===== config.mk =====
export PLATFORM = sky130hd
export DESIGN_NAME = sound_segment_detector
export DESIGN_NICKNAME = d
export VERILOG_FILES = /design/src/hdl/ssd_pkg.sv /design/src/hdl/ssd_front.sv /design/src/hdl/ssd_queue.sv /design/src/hdl/ssd_back.sv /design/src/hdl/sound_segment_detector.sv
export SDC_FILE = /design/constraint.sdc
export NUM_CORES = 1
export LEC_CHECK = 0
export BUFFER_PORTS_ARGS = -buffer_cell sky130_fd_sc_hd__buf_2
export CORE_MARGIN = 10
export CORE_UTILIZATION = 40
export DETAILED_ROUTE_END_ITERATION = 8
export GPL_TIMING_DRIVEN = 0
export RECOVER_POWER = 50
export SYNTH_ARGS = -nofsm -noshare
export SYNTH_HDL_FRONTEND = slang
export SYNTH_SLANG_ARGS = --single-unit

===== constraint.sdc =====
create_clock -name clock -period 18.1 [get_ports clock]
set_input_delay 0.905 -clock clock [delete_from_list [all_inputs] [get_ports clock]]
set_output_delay 0.905 -clock clock [all_outputs]
set_load 0.01 [all_outputs]

===== src/hdl/ssd_pkg.sv =====
// Shared types and constants of the sound segment detector.
package ssd_pkg;

   // Classification of one frame, carried from the front part to the back part.
   typedef struct packed {
      logic loud;    // either magnitude above threshold
      logic quiet;   // both magnitudes below threshold
   } ssd_class_type;

   localparam int THRESH_BITS   = 31;
   localparam int FIELD_BITS    = 32;
   localparam int CSR_ADDR_BITS = 4;
   localparam int CSR_DATA_BITS = 32;

   // Register index, taken from paddr[3:2].
   typedef enum logic [1:0] {
      REG_THRESHOLD  = 2'd0,
      REG_START_HOLD = 2'd1,
      REG_END_HOLD   = 2'd2,
      REG_UNUSED     = 2'd3
   } ssd_reg_type;

   // Phase of the segment tracker.
   typedef enum logic [1:0] {
      PHASE_SEEK   = 2'b01,
      PHASE_ACTIVE = 2'b10
   } ssd_phase_type;

endpackage


===== src/hdl/ssd_front.sv =====
// Front part: takes stereo frames and classifies them against the threshold.
module ssd_front #(
   parameter int SAMPLE_BITS = 32
) (
   input  logic                          clock,
   input  logic                          reset,
   input  logic                          in_valid,
   output logic                          in_ready,
   input  logic [SAMPLE_BITS-1:0]        left_sample,
   input  logic [SAMPLE_BITS-1:0]        right_sample,
   input  logic [ssd_pkg::THRESH_BITS-1:0] threshold,
   output logic                          out_valid,
   input  logic                          out_ready,
   output ssd_pkg::ssd_class_type        out_class
);

   localparam int CMP_BITS = (SAMPLE_BITS > ssd_pkg::THRESH_BITS) ?
                             SAMPLE_BITS : ssd_pkg::THRESH_BITS;

   logic                   valid_ff, valid_in;
   ssd_pkg::ssd_class_type class_ff, class_in;
   logic [SAMPLE_BITS-1:0] mag_left, mag_right;
   logic [CMP_BITS-1:0]    cmp_left, cmp_right, cmp_thresh;
   logic                   advance;

   // Exact magnitude: the most negative sample maps to 2^(SAMPLE_BITS-1).
   assign mag_left  = left_sample[SAMPLE_BITS-1]  ? (~left_sample + 1'b1)  : left_sample;
   assign mag_right = right_sample[SAMPLE_BITS-1] ? (~right_sample + 1'b1) : right_sample;

   assign cmp_left   = CMP_BITS'(mag_left);
   assign cmp_right  = CMP_BITS'(mag_right);
   assign cmp_thresh = CMP_BITS'(threshold);

   assign advance  = !valid_ff || out_ready;
   assign in_ready = advance;

   always_comb begin
      valid_in = valid_ff;
      class_in = class_ff;
      if (advance) begin
         valid_in       = in_valid;
         class_in.loud  = (cmp_left > cmp_thresh) || (cmp_right > cmp_thresh);
         class_in.quiet = (cmp_left < cmp_thresh) && (cmp_right < cmp_thresh);
      end
   end

   always_ff @(posedge clock) begin
      if (reset) begin
         valid_ff <= 1'b0;
      end else begin
         valid_ff <= valid_in;
      end
      class_ff <= class_in;
   end

   assign out_valid = valid_ff;
   assign out_class = class_ff;

endmodule


===== src/hdl/ssd_queue.sv =====
// Short queue of classified frames between the front and back parts.
module ssd_queue #(
   parameter int DEPTH = 4
) (
   input  logic                   clock,
   input  logic                   reset,
   input  logic                   push_valid,
   output logic                   push_ready,
   input  ssd_pkg::ssd_class_type push_class,
   output logic                   pop_valid,
   input  logic                   pop_ready,
   output ssd_pkg::ssd_class_type pop_class
);

   localparam int PTR_BITS   = (DEPTH > 1) ? $clog2(DEPTH) : 1;
   localparam int COUNT_BITS = $clog2(DEPTH + 1);

   ssd_pkg::ssd_class_type mem [DEPTH];
   logic [PTR_BITS-1:0]    wr_ptr_ff, wr_ptr_in;
   logic [PTR_BITS-1:0]    rd_ptr_ff, rd_ptr_in;
   logic [COUNT_BITS-1:0]  count_ff, count_in;
   logic                   do_push, do_pop;

   assign push_ready = (count_ff != COUNT_BITS'(DEPTH));
   assign pop_valid  = (count_ff != '0);
   assign do_push    = push_valid && push_ready;
   assign do_pop     = pop_valid && pop_ready;
   assign pop_class  = mem[rd_ptr_ff];

   always_comb begin
      wr_ptr_in = wr_ptr_ff;
      rd_ptr_in = rd_ptr_ff;
      count_in  = count_ff;
      if (do_push) begin
         wr_ptr_in = (wr_ptr_ff == PTR_BITS'(DEPTH - 1)) ? '0 : wr_ptr_ff + 1'b1;
      end
      if (do_pop) begin
         rd_ptr_in = (rd_ptr_ff == PTR_BITS'(DEPTH - 1)) ? '0 : rd_ptr_ff + 1'b1;
      end
      if (do_push && !do_pop) begin
         count_in = count_ff + 1'b1;
      end else if (do_pop && !do_push) begin
         count_in = count_ff - 1'b1;
      end
   end

   always_ff @(posedge clock) begin
      if (reset) begin
         wr_ptr_ff <= '0;
         rd_ptr_ff <= '0;
         count_ff  <= '0;
      end else begin
         wr_ptr_ff <= wr_ptr_in;
         rd_ptr_ff <= rd_ptr_in;
         count_ff  <= count_in;
      end
   end

   always_ff @(posedge clock) begin
      if (do_push) begin
         mem[wr_ptr_ff] <= push_class;
      end
   end

endmodule


===== src/hdl/ssd_back.sv =====
// Back part: tracks segment state per classified frame and holds the result.
module ssd_back #(
   parameter int INDEX_BITS = 32,
   parameter int HOLD_BITS  = 24
) (
   input  logic                   clock,
   input  logic                   reset,
   input  logic                   in_valid,
   output logic                   in_ready,
   input  ssd_pkg::ssd_class_type in_class,
   input  logic [HOLD_BITS-1:0]   start_hold,
   input  logic [HOLD_BITS-1:0]   end_hold,
   output logic                   out_valid,
   input  logic                   out_ready,
   output logic [ssd_pkg::FIELD_BITS-1:0] out_start,
   output logic [ssd_pkg::FIELD_BITS-1:0] out_end
);

   localparam int FB = ssd_pkg::FIELD_BITS;

   ssd_pkg::ssd_phase_type phase_ff, phase_in;
   logic [HOLD_BITS:0]     run_ff, run_in;
   logic [INDEX_BITS-1:0]  index_ff, index_in;
   logic [INDEX_BITS-1:0]  cand_start_ff, cand_start_in;
   logic [INDEX_BITS-1:0]  seg_begin_ff, seg_begin_in;
   logic [INDEX_BITS-1:0]  cand_end_ff, cand_end_in;
   logic                   out_valid_ff, out_valid_in;
   logic [FB-1:0]          out_start_ff, out_start_in;
   logic [FB-1:0]          out_end_ff, out_end_in;
   logic [HOLD_BITS:0]     run_next;
   logic [INDEX_BITS+FB-1:0] begin_ext, end_ext;
   logic                   take;

   assign in_ready  = !out_valid_ff || out_ready;
   assign take      = in_valid && in_ready;
   assign run_next  = run_ff + 1'b1;
   assign begin_ext = {{FB{1'b0}}, seg_begin_ff};
   assign end_ext   = {{FB{1'b0}}, cand_end_ff};

   always_comb begin
      phase_in      = phase_ff;
      run_in        = run_ff;
      index_in      = index_ff;
      cand_start_in = cand_start_ff;
      seg_begin_in  = seg_begin_ff;
      cand_end_in   = cand_end_ff;
      out_valid_in  = out_valid_ff && !out_ready;
      out_start_in  = out_start_ff;
      out_end_in    = out_end_ff;
      if (take) begin
         index_in = index_ff + 1'b1;
         unique case (phase_ff)
            ssd_pkg::PHASE_SEEK: begin
               if (in_class.loud) begin
                  run_in = run_next;
                  if (run_next > {1'b0, start_hold}) begin
                     seg_begin_in = cand_start_ff;
                     cand_end_in  = index_ff;
                     phase_in     = ssd_pkg::PHASE_ACTIVE;
                     run_in       = '0;
                  end
               end else begin
                  run_in        = '0;
                  cand_start_in = index_ff;
               end
            end
            ssd_pkg::PHASE_ACTIVE: begin
               if (in_class.quiet) begin
                  run_in = run_next;
                  if (run_next > {1'b0, end_hold}) begin
                     // close the segment and emit its bounds
                     out_valid_in  = 1'b1;
                     out_start_in  = begin_ext[FB-1:0];
                     out_end_in    = end_ext[FB-1:0];
                     phase_in      = ssd_pkg::PHASE_SEEK;
                     run_in        = '0;
                     cand_start_in = index_ff;
                  end
               end else begin
                  run_in      = '0;
                  cand_end_in = index_ff;
               end
            end
            default: begin
               phase_in = ssd_pkg::PHASE_SEEK;
            end
         endcase
      end
   end

   always_ff @(posedge clock) begin
      if (reset) begin
         phase_ff      <= ssd_pkg::PHASE_SEEK;
         run_ff        <= '0;
         index_ff      <= '0;
         cand_start_ff <= '0;
         seg_begin_ff  <= '0;
         cand_end_ff   <= '0;
         out_valid_ff  <= 1'b0;
      end else begin
         phase_ff      <= phase_in;
         run_ff        <= run_in;
         index_ff      <= index_in;
         cand_start_ff <= cand_start_in;
         seg_begin_ff  <= seg_begin_in;
         cand_end_ff   <= cand_end_in;
         out_valid_ff  <= out_valid_in;
      end
      out_start_ff <= out_start_in;
      out_end_ff   <= out_end_in;
   end

   assign out_valid = out_valid_ff;
   assign out_start = out_start_ff;
   assign out_end   = out_end_ff;

endmodule


===== src/hdl/sound_segment_detector.sv =====
// Top level of the sound segment detector: register port and channel wiring.
//
// Usage: each transfer on the req_ channel is one stereo frame. A front stage
// computes both channel magnitudes and compares them with the threshold; the
// classified frame goes through a four-entry queue to a back stage that counts
// loud and quiet runs, tracks the frame index and opens and closes segments.
// When a segment closes, one transfer on rsp_ carries its start and end index.
// Frames that close no segment give no rsp_ transfer.
// Throughput: one frame per clock cycle while the rsp_ side is not stalled.
// The frame that closes a segment passes the front-stage register, a queue
// entry and the back-stage state update before rsp_tvalid rises.
// A stalled rsp_ side holds its result in the output register; the queue then
// absorbs up to four frames plus one in the front stage before req_tready drops.
// Reset sets seek phase, zeroes the other tracking state, index and registers.
// Registers (csr_, APB): threshold at 0x0, start_hold at 0x4, end_hold at 0x8;
// write them only while no frame is in flight.
module sound_segment_detector #(
   parameter int SAMPLE_BITS = 32,
   parameter int INDEX_BITS  = 32,
   parameter int HOLD_BITS   = 24
) (
   input  logic clock,
   input  logic reset,
   input  logic req_tvalid,
   output logic req_tready,
   // left_sample [SAMPLE_BITS-1:0], right_sample above it, zero padded to bytes
   input  logic [((2*SAMPLE_BITS+7)/8)*8-1:0] req_tdata,
   output logic rsp_tvalid,
   input  logic rsp_tready,
   // segment_start [31:0], segment_end [63:32]
   output logic [2*ssd_pkg::FIELD_BITS-1:0] rsp_tdata,
   input  logic csr_psel,
   input  logic csr_penable,
   input  logic csr_pwrite,
   input  logic [ssd_pkg::CSR_ADDR_BITS-1:0] csr_paddr,
   input  logic [ssd_pkg::CSR_DATA_BITS-1:0] csr_pwdata,
   output logic [ssd_pkg::CSR_DATA_BITS-1:0] csr_prdata,
   output logic csr_pready
);

   localparam int REQ_BITS = ((2*SAMPLE_BITS+7)/8)*8;

   logic [ssd_pkg::THRESH_BITS-1:0] threshold_ff, threshold_in;
   logic [HOLD_BITS-1:0]            start_hold_ff, start_hold_in;
   logic [HOLD_BITS-1:0]            end_hold_ff, end_hold_in;
   ssd_pkg::ssd_reg_type            reg_sel;
   logic                            csr_write;

   logic                   front_valid, front_ready;
   ssd_pkg::ssd_class_type front_class;
   logic                   queue_valid, queue_ready;
   ssd_pkg::ssd_class_type queue_class;
   logic [REQ_BITS-1:0]    req_bits;

   assign csr_pready = 1'b1;
   assign csr_write  = csr_psel && csr_penable && csr_pwrite;
   assign reg_sel    = ssd_pkg::ssd_reg_type'(csr_paddr[3:2]);

   always_comb begin
      threshold_in  = threshold_ff;
      start_hold_in = start_hold_ff;
      end_hold_in   = end_hold_ff;
      if (csr_write) begin
         unique case (reg_sel)
            ssd_pkg::REG_THRESHOLD:  threshold_in  = csr_pwdata[ssd_pkg::THRESH_BITS-1:0];
            ssd_pkg::REG_START_HOLD: start_hold_in = csr_pwdata[HOLD_BITS-1:0];
            ssd_pkg::REG_END_HOLD:   end_hold_in   = csr_pwdata[HOLD_BITS-1:0];
            default: ;
         endcase
      end
   end

   always_comb begin
      unique case (reg_sel)
         ssd_pkg::REG_THRESHOLD:  csr_prdata = ssd_pkg::CSR_DATA_BITS'(threshold_ff);
         ssd_pkg::REG_START_HOLD: csr_prdata = ssd_pkg::CSR_DATA_BITS'(start_hold_ff);
         ssd_pkg::REG_END_HOLD:   csr_prdata = ssd_pkg::CSR_DATA_BITS'(end_hold_ff);
         default:                 csr_prdata = '0;
      endcase
   end

   always_ff @(posedge clock) begin
      if (reset) begin
         threshold_ff  <= '0;
         start_hold_ff <= '0;
         end_hold_ff   <= '0;
      end else begin
         threshold_ff  <= threshold_in;
         start_hold_ff <= start_hold_in;
         end_hold_ff   <= end_hold_in;
      end
   end

   assign req_bits = req_tdata;

   ssd_front #(
      .SAMPLE_BITS (SAMPLE_BITS)
   ) u_front (
      .clock        (clock),
      .reset        (reset),
      .in_valid     (req_tvalid),
      .in_ready     (req_tready),
      .left_sample  (req_bits[SAMPLE_BITS-1:0]),
      .right_sample (req_bits[2*SAMPLE_BITS-1:SAMPLE_BITS]),
      .threshold    (threshold_ff),
      .out_valid    (front_valid),
      .out_ready    (front_ready),
      .out_class    (front_class)
   );

   ssd_queue #(
      .DEPTH (4)
   ) u_queue (
      .clock      (clock),
      .reset      (reset),
      .push_valid (front_valid),
      .push_ready (front_ready),
      .push_class (front_class),
      .pop_valid  (queue_valid),
      .pop_ready  (queue_ready),
      .pop_class  (queue_class)
   );

   ssd_back #(
      .INDEX_BITS (INDEX_BITS),
      .HOLD_BITS  (HOLD_BITS)
   ) u_back (
      .clock      (clock),
      .reset      (reset),
      .in_valid   (queue_valid),
      .in_ready   (queue_ready),
      .in_class   (queue_class),
      .start_hold (start_hold_ff),
      .end_hold   (end_hold_ff),
      .out_valid  (rsp_tvalid),
      .out_ready  (rsp_tready),
      .out_start  (rsp_tdata[ssd_pkg::FIELD_BITS-1:0]),
      .out_end    (rsp_tdata[2*ssd_pkg::FIELD_BITS-1:ssd_pkg::FIELD_BITS])
   );

endmodule


==> out/qor.csv <==
stage,metric,value,unit
synthesis,ys async rst share,0,%
cts,CTS sink cnt,319,
cts,CTS tree,yes,
finish,FILL cells,4043,
synthesis,Yosys top cell by area,dfxtp_1,
synthesis,Post-Syn Nets,2021,
critical_path,Critical Path Source Type,register,
hold_path,Hold Path Origin,u_back.cand_end_ff[10],
power_and_ir_drop,switching power,0.567,mW
timing,fin crit share,27.0,%
drt,DRT Pass-1 Iters,5,
floorplan,Starting Density,40.4,%
timing,max-slew violation count,0,
flow_run,MaxCap Viol Count,0,
run_status,status,finished clean,
drt,DRT Wirelength,47.8,mm
power_and_ir_drop,Power Internal,1.34,mW
cts,TritonCTS Buffers,36,
timing,min Tclk post-route,4.89,ns
timing,skew final,0.0164,ns
finish,layout cells sized above 1,11.1,%
floorplan,row count,74,
finish,synth-to-layout area growth,17.2,%
synthesis,#FFs+latches synth,319,
place,Post-DP HPWL,38.1,mm
cts,Clk Tree Root Cell,clkbuf_16,
drt,Via density,5.27,
cts,htree depth,2,
finish,Nets,2261,
floorplan,die area,0.0496,mm^2
global_route,antenna violations before repair,5,
critical_path,worst r2r src,u_back.run_ff[0],
power_and_ir_drop,Clock Power Share,38.7,%
finish,final core utilization,47.3,%
hold_path,Worst Hold Endpoint,u_back.out_end[10],
floorplan,number of I/O pins,206,
synthesis,cell area after synthesis,0.0164,mm^2
synthesis,"top cells by area, synth","dfxtp_1 (30%), edfxtp_1 (14%), ha_1 (9.3%)",
cts,CTS Hold Bufs,0,
cts,Skew-Pair Late Insertion Delay,0.53,ns
drt,Antenna Violating Nets Remaining,0,
floorplan,Die H,223,um
timing,RSZ-0062 raised after global routing,false,
cts,post-CTS resize count,0,
global_route,global-route wire length before repair,75.9,mm
power_and_ir_drop,Flop pwr share,40.1,%
timing,Slew HR,37.8,%
synthesis,"EDFF count, synth",74,
power_and_ir_drop,VDD IR-drop max,0.0000561,V
synthesis,Mapped Avg Cell Area,9.18,um^2
global_route,vias in the first global route,13836,
synthesis,Synth Flop Type,dfxtp_1,
floorplan,core area,0.0407,mm^2
synthesis,cell count after synthesis,1791,
timing,Final Hold Viols,0,
critical_path,r2r setup slk,13.21,ns
synthesis,Netlist cell types,69,
global_route,largest net degree at the start of global routing,15,
critical_path,worst r2r dst,u_back.cand_end_ff[21],
synthesis,"Seq/Total Area, Yosys",43.4,%
critical_path,Critical Path RT,18.56,ns
critical_path,Critical Path AT,5.34,ns
timing,Max Fclk,205,MHz
drt,Routed WL per cell,18.4,um
global_route,Total GRT Usage,18.8,%
timing,slew at the pin with the worst max-slew slack,0.920,ns
power_and_ir_drop,part of the power in combinational logic,21.1,%
power_and_ir_drop,Sw Ratio,29.8,%
power_and_ir_drop,Pwr per Cell Area,98.8,mW/mm^2
drt,# DRC,0,
global_route,GRT overflow,0,
drt,routed vias,13651,
synthesis,YS warnings,0,
hold_path,Hold Path Stages,0,
synthesis,Yosys top cell area share,29.8,%
timing,# setup viols final,0,
cts,Bufs on Longest Clock Path,3,
cts,Worst-path clk slew,0.06,ns
critical_path,Setup crit end kind,register,
floorplan,Die W,223,um
cts,Post-CTS Repair Setup Buffers,0,
critical_path,CP max FO,10,
finish,"commonest non-fill, non-tap cells in the layout","nand2_1 (245), dfxtp_1 (245), a21oi_1 (152)",
power_and_ir_drop,Pleak,7.38,nW
timing,post-route setup TNS,0,ns
drt,drt first-iter violations,963,
critical_path,worst r2r path cells,16,
place,I/O Buffers,197,
place,gpl congestion,0.915,
critical_path,Critical Path Source,u_back.run_ff[0],
critical_path,Crit Path Category,register to register,
hold_path,Hold Crit Class,register to register,
synth_stat cells (4+ instances only):
| cell | count |
|---|---|
| nand3_1 | 34 |
| and3_1 | 12 |
| o21ai_0 | 104 |
| buf_6 | 4 |
| ha_1 | 122 |
| xor2_1 | 26 |
| nor3_1 | 17 |
| or3_1 | 19 |
| buf_2 | 4 |
| nor3b_1 | 5 |
| or4_1 | 5 |
| clkbuf_1 | 67 |
| mux2i_1 | 91 |
| a21oi_1 | 152 |
| inv_1 | 95 |
| nand2_1 | 245 |
| nand2b_1 | 12 |
| dfxtp_1 | 245 |
| xnor2_1 | 85 |
| buf_4 | 7 |
| o31ai_1 | 20 |
| a22o_1 | 18 |
| edfxtp_1 | 74 |
| nor4_1 | 7 |
| o41ai_1 | 10 |
| nor2b_1 | 8 |
| o21a_1 | 7 |
| and2_1 | 8 |
| nor2_1 | 137 |
| and4_1 | 6 |
| or3b_1 | 29 |
| a211oi_1 | 7 |
| a21o_1 | 21 |
| nand4_1 | 33 |
per-layer routing:
layer / routed length, um / track usage, % / share of wire (%)
met5: 27 / 0 / 0.056
met4: 1010 / 4.97 / 2.1
met3: 3020 / 4.32 / 6.3
met2: 22400 / 31.4 / 47
met1: 21300 / 23.9 / 45
worst max-delay path, cell delays in order (launching register included):
cell and delay [ns]:
dfxtp_1 0.53, ha_1 0.34, nand4_1 0.23, nor4_4 0.36, and3_1 0.25, xor2_1 0.29, ha_1 0.31, nand3_1 0.07
nand2_1 0.09, a2111oi_0 0.68, o311a_1 0.33, o211ai_2 0.17, a31oi_4 0.27, buf_6 0.19, clkbuf_1 0.36, o21ai_0 0.16
a21oi_1 0.17
how the worst max path moves through the flow:
stage                                  end  slack, ns  cells past startpoint
floorplan                u_back.out_end[0]      10.73                     12
global placement        u_back.out_end[25]       7.74                     12
detailed placement    u_front.out_class[0]      13.15                     16
CTS                 u_back.cand_end_ff[25]      13.23                     16
global route             u_back.run_ff[20]      12.83                     15
finish              u_back.cand_end_ff[21]      13.21                     16
kinds of logic (layout without fill, tap and decap cells):
logic type / count (synthesis) / count (layout) / synth area share, %
AND/OR/NAND/NOR: 598 / 598 / 17.7
AO/OA/AOI/OAI: 365 / 365 / 13.2
flip-flops: 319 / 319 / 43.4
buffers and inverters: 180 / 447 / 4.48
adder cells (fa/ha/maj): 123 / 123 / 9.41
XOR/XNOR: 111 / 111 / 5.91
multiplexers: 93 / 93 / 5.82
other: 2 / 4 / 0.0457
layout make-up:
type	count	area, um^2	area share, %
clock inverters	13	144	0.747
clock buffers	52	1060	5.51
multi-input cells	1292	8570	44.5
plain buffers	85	379	1.97
inverters	95	357	1.85
flip-flops and latches	319	7130	37.0
diodes	2	5.00	0.0260
repair buffers	202	960	4.98
well taps	532	666	3.46
power by group through the flow:
stage          sequential [mW]  combinational [mW]  clock, mW
5_1_grt                  0.766               0.445      0.782
3_3_place_gp             0.779               0.395          0
2_1_floorplan            0.773               0.286          0
4_1_cts                  0.764               0.407      0.754
3_5_place_dp             0.780               0.405          0
6_report                 0.764               0.403      0.737
sequential cells by signal, indices dropped and copies added, names as in the netlist, 8 cells and up, named ones only:
register and flops:
u_back.seg_begin_ff 32, end_hold_ff 24, u_back.out_start 32, u_back.out_end 32, threshold_ff 31, u_back.index_ff 32
u_back.cand_end_ff 32, u_back.run_ff 25, u_back.cand_start_ff 32, u_queue.mem 8, start_hold_ff 24
per-stage QoR:
step                setup WS (ns)  cells  hold WS (ns)  cell area (um^2)  total power [mW]
finish                      13.21   2592         0.424             19300              1.90
global route                12.83   2591         0.442             19300              1.99
CTS                         13.23   2590         0.426             19400              1.92
detailed placement          13.15   2525         0.413             18200              1.18
global placement             7.74   2520         0.411             18100              1.17
floorplan                   10.73   1791         0.402             16400              1.06
Note: power is estimated with default switching activity, not from simulation.
